File: src/rtl/core/dts_pkg.sv
`default_nettype none
package dts_pkg;

  localparam int QDEPTH = 32;
  localparam int QIW    = $clog2(QDEPTH);
  localparam int QCW    = $clog2(QDEPTH + 1);

  localparam logic [1:0] OP_TICK  = 2'd0;
  localparam logic [1:0] OP_TONE  = 2'd1;
  localparam logic [1:0] OP_DIGIT = 2'd2;
  localparam logic [1:0] OP_STOP  = 2'd3;

  localparam logic [1:0] ST_OK   = 2'd0;
  localparam logic [1:0] ST_FULL = 2'd1;
  localparam logic [1:0] ST_BAD  = 2'd2;

  localparam logic REG_SAMPLE_RATE = 1'b0;
  localparam logic REG_LOOP        = 1'b1;

  typedef struct packed {
    logic [15:0] f1;
    logic [15:0] f2;
    logic [15:0] on_ms;
    logic [15:0] off_ms;
    logic [14:0] vol;
  } tone_t;

  typedef struct packed {
    logic [1:0] op;
    logic       bad;
    tone_t      tone;
  } cmd_t;

  typedef struct packed {
    logic signed [15:0] sample;
    logic               valid;
    logic [1:0]         status;
    logic               busy;
  } res_t;

  typedef struct packed {
    logic        hit;
    logic [15:0] lo;
    logic [15:0] hi;
  } key_t;

  function automatic key_t key_lookup(input logic [7:0] ch);
    logic [7:0] c;
    key_t k;
    c = (ch >= "A" && ch <= "Z") ? 8'(ch + 8'd32) : ch;
    k.hit = 1'b1;
    k.lo  = 16'd0;
    k.hi  = 16'd0;
    case (c)
      "0": begin k.lo = 16'd941; k.hi = 16'd1336; end
      "1": begin k.lo = 16'd697; k.hi = 16'd1209; end
      "2": begin k.lo = 16'd697; k.hi = 16'd1336; end
      "3": begin k.lo = 16'd697; k.hi = 16'd1477; end
      "4": begin k.lo = 16'd770; k.hi = 16'd1209; end
      "5": begin k.lo = 16'd770; k.hi = 16'd1336; end
      "6": begin k.lo = 16'd770; k.hi = 16'd1477; end
      "7": begin k.lo = 16'd852; k.hi = 16'd1209; end
      "8": begin k.lo = 16'd852; k.hi = 16'd1336; end
      "9": begin k.lo = 16'd852; k.hi = 16'd1477; end
      "a": begin k.lo = 16'd697; k.hi = 16'd1633; end
      "b": begin k.lo = 16'd770; k.hi = 16'd1633; end
      "c": begin k.lo = 16'd852; k.hi = 16'd1633; end
      "d": begin k.lo = 16'd941; k.hi = 16'd1633; end
      "*": begin k.lo = 16'd941; k.hi = 16'd1209; end
      "#": begin k.lo = 16'd941; k.hi = 16'd1477; end
      default: k.hit = 1'b0;
    endcase
    return k;
  endfunction

endpackage
`default_nettype wire

File: src/rtl/core/dts_front.sv
`default_nettype none
module dts_front (
  input  wire logic              clk,
  input  wire logic              rst,
  input  wire logic              push,
  output logic                   full,
  input  wire logic [1:0]        op,
  input  wire logic [15:0]       freq_low,
  input  wire logic [15:0]       freq_high,
  input  wire logic [15:0]       on_time_ms,
  input  wire logic [15:0]       off_time_ms,
  input  wire logic signed [15:0] volume,
  input  wire logic [7:0]        digit_char,
  output logic                   cmd_valid,
  output dts_pkg::cmd_t          cmd,
  input  wire logic              cmd_pop
);
  import dts_pkg::*;

  cmd_t       q [2];
  logic       wp, rp;
  logic [1:0] cnt;
  cmd_t       cls;
  key_t       key;

  // classify: map digit, normalize volume
  always_comb begin
    key          = key_lookup(digit_char);
    cls.op       = op;
    cls.bad      = 1'b0;
    cls.tone.f1  = freq_low;
    cls.tone.f2  = freq_high;
    cls.tone.on_ms  = on_time_ms;
    cls.tone.off_ms = off_time_ms;
    if (volume == 16'sd0) begin
      cls.tone.vol = 15'd8192;
    end else if (volume[15]) begin
      cls.tone.vol = (volume == 16'sh8000) ? 15'd32767 : 15'(-volume);
    end else begin
      cls.tone.vol = volume[14:0];
    end
    if (op == OP_DIGIT) begin
      if (key.hit) begin
        cls.tone.f1 = key.lo;
        cls.tone.f2 = key.hi;
      end else begin
        cls.bad = 1'b1;
      end
    end
  end

  assign full      = (cnt == 2'd2);
  assign cmd_valid = (cnt != 2'd0);
  assign cmd       = q[rp];

  always_ff @(posedge clk) begin
    if (rst) begin
      wp  <= 1'b0;
      rp  <= 1'b0;
      cnt <= 2'd0;
    end else begin
      if (push && !full) begin
        q[wp] <= cls;
        wp    <= ~wp;
      end
      if (cmd_pop) rp <= ~rp;
      cnt <= cnt + 2'((push && !full) ? 1 : 0) - 2'(cmd_pop ? 1 : 0);
    end
  end

endmodule
`default_nettype wire

File: config.mk
export PLATFORM = sky130hd
export DESIGN_NAME = dts_front
export DESIGN_NICKNAME = d
export VERILOG_FILES = /design/src/rtl/core/dts_pkg.sv /design/src/rtl/core/dts_front.sv
export SDC_FILE = /design/constraint.sdc
export NUM_CORES = 1
export LEC_CHECK = 0
export ABC_AREA = 1
export BUFFER_PORTS_ARGS = -buffer_cell sky130_fd_sc_hd__buf_2
export CAP_MARGIN = 10
export CORE_MARGIN = 2
export CORE_UTILIZATION = 54
export CTS_CLUSTER_SIZE = 14
export DETAILED_ROUTE_END_ITERATION = 7
export PLACE_DENSITY = 0.87
export SLEW_MARGIN = 25
export SYNTH_ARGS = -nofsm -noshare
export SYNTH_HDL_FRONTEND = slang
export SYNTH_SLANG_ARGS = --single-unit
File: constraint.sdc
create_clock -name clk -period 10.6 [get_ports clk]
set_input_delay 1.06 -clock clk [delete_from_list [all_inputs] [get_ports clk]]
set_output_delay 1.06 -clock clk [all_outputs]
set_load 0.005 [all_outputs]
### Yosys cells after proc, flatten, opt, wreduce, memory -nomap -nowiden

Memories as Yosys holds them, arrays and structs flattened. A register that Yosys moved wholly into a read port is not among the register bits.
Cells that the tools add are included.

* equal/unequal tests: 19
* muxes and demuxes: 16
* reductions and logical operators: 6
* divide/modulo/power cells: 0
* multipliers: 0
* $add $sub $neg: 4
* shift-type cells: 0
* order comparisons: 2
* bitwise logic cells: 2

Operators with widths (number)
* 26-bit case mux with 16 select lines: 1
* 8-bit by 6-bit == test with 1-bit output (second input constant): 12
* 15-bit 2-to-1 mux: 3
* 33-bit 2-to-1 mux: 1
* 8-bit by 7-bit == test with 1-bit output (second input constant): 4
* 32-bit 2-to-1 mux: 1
* 16-bit == test (second input constant): 1
* 16-bit zero test: 1
* 16-bit OR reduction: 1
* 15-bit negation: 1
* 1-bit 2-to-1 mux: 9
* 8-bit by 6-bit adder with 8-bit output (second input constant): 1
* 8-bit by 7-bit greater-or-equal comparator with 1-bit output (second input constant): 1
* 8-bit by 7-bit <= comparator with 1-bit output (second input constant): 1
* 8-bit 2-to-1 mux: 1
* 2-bit == test (second input constant): 2
* 2-bit by 1-bit adder with 2-bit output: 1
* 1-bit logical AND: 2
* 1-bit NOT: 2
* 2-bit nonzero test: 1
* 2-bit by 1-bit subtractor with 2-bit output: 1
* 1-bit zero test: 1

* bits in read-only memories: 0
* RAM bits: 164
* input bits: 94
* register bits: 4
* logic and storage cells: 53
* memories kept: 1
* latch bits: 0

Memory list
* q: words 2, width 82, read ports 1, clocked after memory_dff 1, write ports 1, RTL line dts_front.sv:20 `cmd_t q [2];`

### Logic depth before layout (Yosys ltp)

* depth after elaboration: 8
* depth in mapped cells: 16

### Least setup slack after synthesis

No wires, ideal clock.

* path type: input port to flip-flop
* start: in push
* end: mem q[1][0] (netlist name) (enable)
* data required time: 9.959 ns
* path slack: 2.742 ns
* data arrival time: 7.216 ns
* setup time: 0.641 ns
* buffers on the path: 0
* stages: 2
* path through: o21ai_0 -> nor3b_1

* longest elaborated chain between the ends: 4

RTL lines
* start, declared: RTL line dts_front.sv:5 `input wire logic push,`
* 1-bit logical AND: RTL line dts_front.sv:62 `if (push && !full) begin`
* 1-bit 2-to-1 mux: RTL line dts_front.sv:62
* 1-bit 2-to-1 mux: RTL line dts_front.sv:57 `if (rst) begin`
* 1-bit 2-to-1 mux (not written as such): RTL line dts_front.sv:63 `q[wp] <= cls;`
* end, declared: RTL line dts_front.sv:20

Every way passes these cells.

==> impl_metrics.tcl <==
set metrics [dict create \
    dp_cells 903 \
    final_area_sq_um 9243 \
    hp-class "register to register" \
    dp_worst_setup_slack_ns 7.007 \
    overflow 0 \
    fin_skew_ns 0.008671 \
    multi_input_area_sq_um 2251 \
    slew_viol_final 0 \
    netlist_area_sq_um 7515 \
    cp.required_ns 10.77 \
    critPathKind "primary input to register" \
    clock_path_buffers 2 \
    cts_resized 0 \
    cts_tree "yes" \
    cts.sinks 169 \
    synth_edf_count 164 \
    rows 43 \
    finalNetCount 841 \
    ff2ff_setup_slack_ns 8.51 \
    drt_iter0_markers 381 \
    finalCritPeriodShare 0.2998 \
    core_sq_um 13720 \
    place_area_sq_um 8571 \
    cts.reportedPaths.clkPinSlew_ns 0.06 \
    vias 4969 \
    cp-end-kind "register" \
    final_antenna_net_count 0 \
    stdcell_count 937 \
    grt_pass1_wl_um 23940 \
    power_leakage_nw 3.796 \
    start_util 0.5477 \
    max_cap_violations 0 \
    hp-start "rp" \
    die-area_sq_um 14880 \
    finalHoldViolCount 0 \
    syn2layout_area_growth_pct 22.99 \
    seqCellArea_sq_um 5029 \
    status "complete, no violations" \
    insertion_delay_ns 0.42 \
    holdWs_ns 0.5033 \
    grt.total_usage 0.2107 \
    ioPinCount 178 \
    ys_async_sr_fraction 0 \
    yosysSeqAreaShare 0.6687 \
    viasPerCell 5.303 \
    portBuffers 177 \
    yosysWarnings 0 \
    cp-start-kind "primary input" \
    die_x_um 122.0 \
    worst_r2r_startpoint "cnt[0]" \
    r2r_end "q[0][8]" \
    max_slew.worst_pin.slew_ns 0.8029 \
    layout_setup_ws_ns 7.423 \
    fin_crit_ns 3.177 \
    fillCellCount 1007 \
    wl_um 15480 \
    drc_errors 0 \
    hpwl_um 10450 \
    grt_max_degree 83 \
    synth.distinct_cells 35 \
    cts-root-buf "clkbuf_16" \
    cts_hold_buf 0 \
    drive_gt1_frac 0.4286 \
    dieHeight_um 122.0 \
    fmax_mhz 314.7 \
    cts_buffers 17 \
    synth-main-ff-cell "edfxtp_1" \
    ir_worst_vdd_uv 113.8 \
    slew_headroom 0.4647 \
    syn_nets 659 \
    syn_area_per_cell_sq_um 13.40 \
    drt_pass1_iterations 5 \
    syn-instance-count 561 \
    post_cts_buffers 0 \
    setup_viol 0 \
    place.gp.congestion 0.9377 \
    critPathArrivalTime_ns 3.34 \
    layout_common_cells "177 x buf_2, 164 x edfxtp_1, 82 x nand2_1, 82 x mux2_2, 43 x inv_1" \
    antenna_found_initial 1 \
    ys_ff_latch 169 \
    avgRoutedWirePerCell_um 16.52 \
    rsz0062_at_grt "false" \
    path_max_fanout 28 \
    mostFrequentLayoutCell "buf_2" \
    fin_setup_tns_ns 0 \
    power.density_nw_per_um2 178.3 \
    h-tree-depth 4 \
    grt_pass1_vias 4962 \
    ff2ff_path_depth 4 \
    hold_depth 2 \
]
==> state kept, by name, indices dropped and copies added (netlist names), named ones only <==
register	flops
cnt	2
q	164
rp	1
wp	1
==> layout make-up <==
cell class,count,area share
sequential,169,0.5441
antenna,1,0.0002707
clock buffer,18,0.04643
multi-input combinational,331,0.2435
timing repair buffer,180,0.1013
tap,180,0.02437
clock inverter,14,0.02220
inverter,44,0.01787
==> critical path, stage by stage <==
cell      delay (ns)
buf_2           0.12
nor2_2          0.25
nand3_2         0.17
nand4_2         0.15
nand2_4         0.10
nor2_2          0.26
o211ai_2        0.18
nand2_2         0.12
nor2_2          0.05
nand2_4         0.26
nand2_2         0.34
nand2_1         0.17
nand2_1         0.09
==> per-layer routing <==
metal  up-vias  track usage  routed length, um
li1       2386            -                  -
met1      2359       0.2605               6420
met2       193       0.3516               7699
met3        31      0.05056                996
met4         0      0.09698                363
met5         -            0                  0
==> cells by family (layout without fill, tap and decap cells) <==
kind of cell | count (synthesis) | count (layout) | synth area share
xor gates and xnor gates | 8 | 8 | 0.009324
muxes | 82 | 82 | 0.1229
and+or+nand+nor | 199 | 199 | 0.1222
AOI/OAI and AO/OA | 38 | 38 | 0.03580
buffers and inverters | 61 | 256 | 0.03446
other | 0 | 1 | 0
DFF | 169 | 169 | 0.6687
adders and majority gates | 4 | 4 | 0.006660
==> through the flow <==
| stage | power (mW) | util |
|---|---|---|
| finish | 1.648 | 0.6737 |
| global route | 1.712 | 0.6735 |
| CTS | 1.663 | 0.6710 |
| detailed placement | 1.003 | 0.6247 |
| global placement | 0.9932 | 0.6244 |
| floorplan | 0.9213 | - |
==> synth_stat cells, types with 7 or more instances <==
master    number  area share
inv_1         43       0.021
o21ai_0        9      0.0060
nand3_1       35       0.023
nor2_1        41       0.020
edfxtp_1     164        0.66
a21boi_1       7      0.0070
clkbuf_1      12      0.0060
nor3_1         9      0.0060
nand2_1       82       0.041
mux2_2        82        0.12
==> worst max-delay path by stage <==
stage                    end  slack (ns)     startpoint  cells past startpoint
global route        q[0][67]        7.25  digit_char[3]                     13
floorplan            q[1][0]        2.74           push                      2
CTS                  cmd[67]        7.39       register                      2
detailed placement  q[1][67]        7.01  digit_char[3]                     13
global placement    q[0][70]        7.08  digit_char[3]                     11
finish              q[1][55]        7.42  digit_char[3]                     13
==> where the power goes <==
group | internal [mW] | switching, mW
logic | 0.0903 | 0.102
registers | 0.782 | 0.0143
clock network | 0.401 | 0.258
Power figures use the tool's default switching activity.
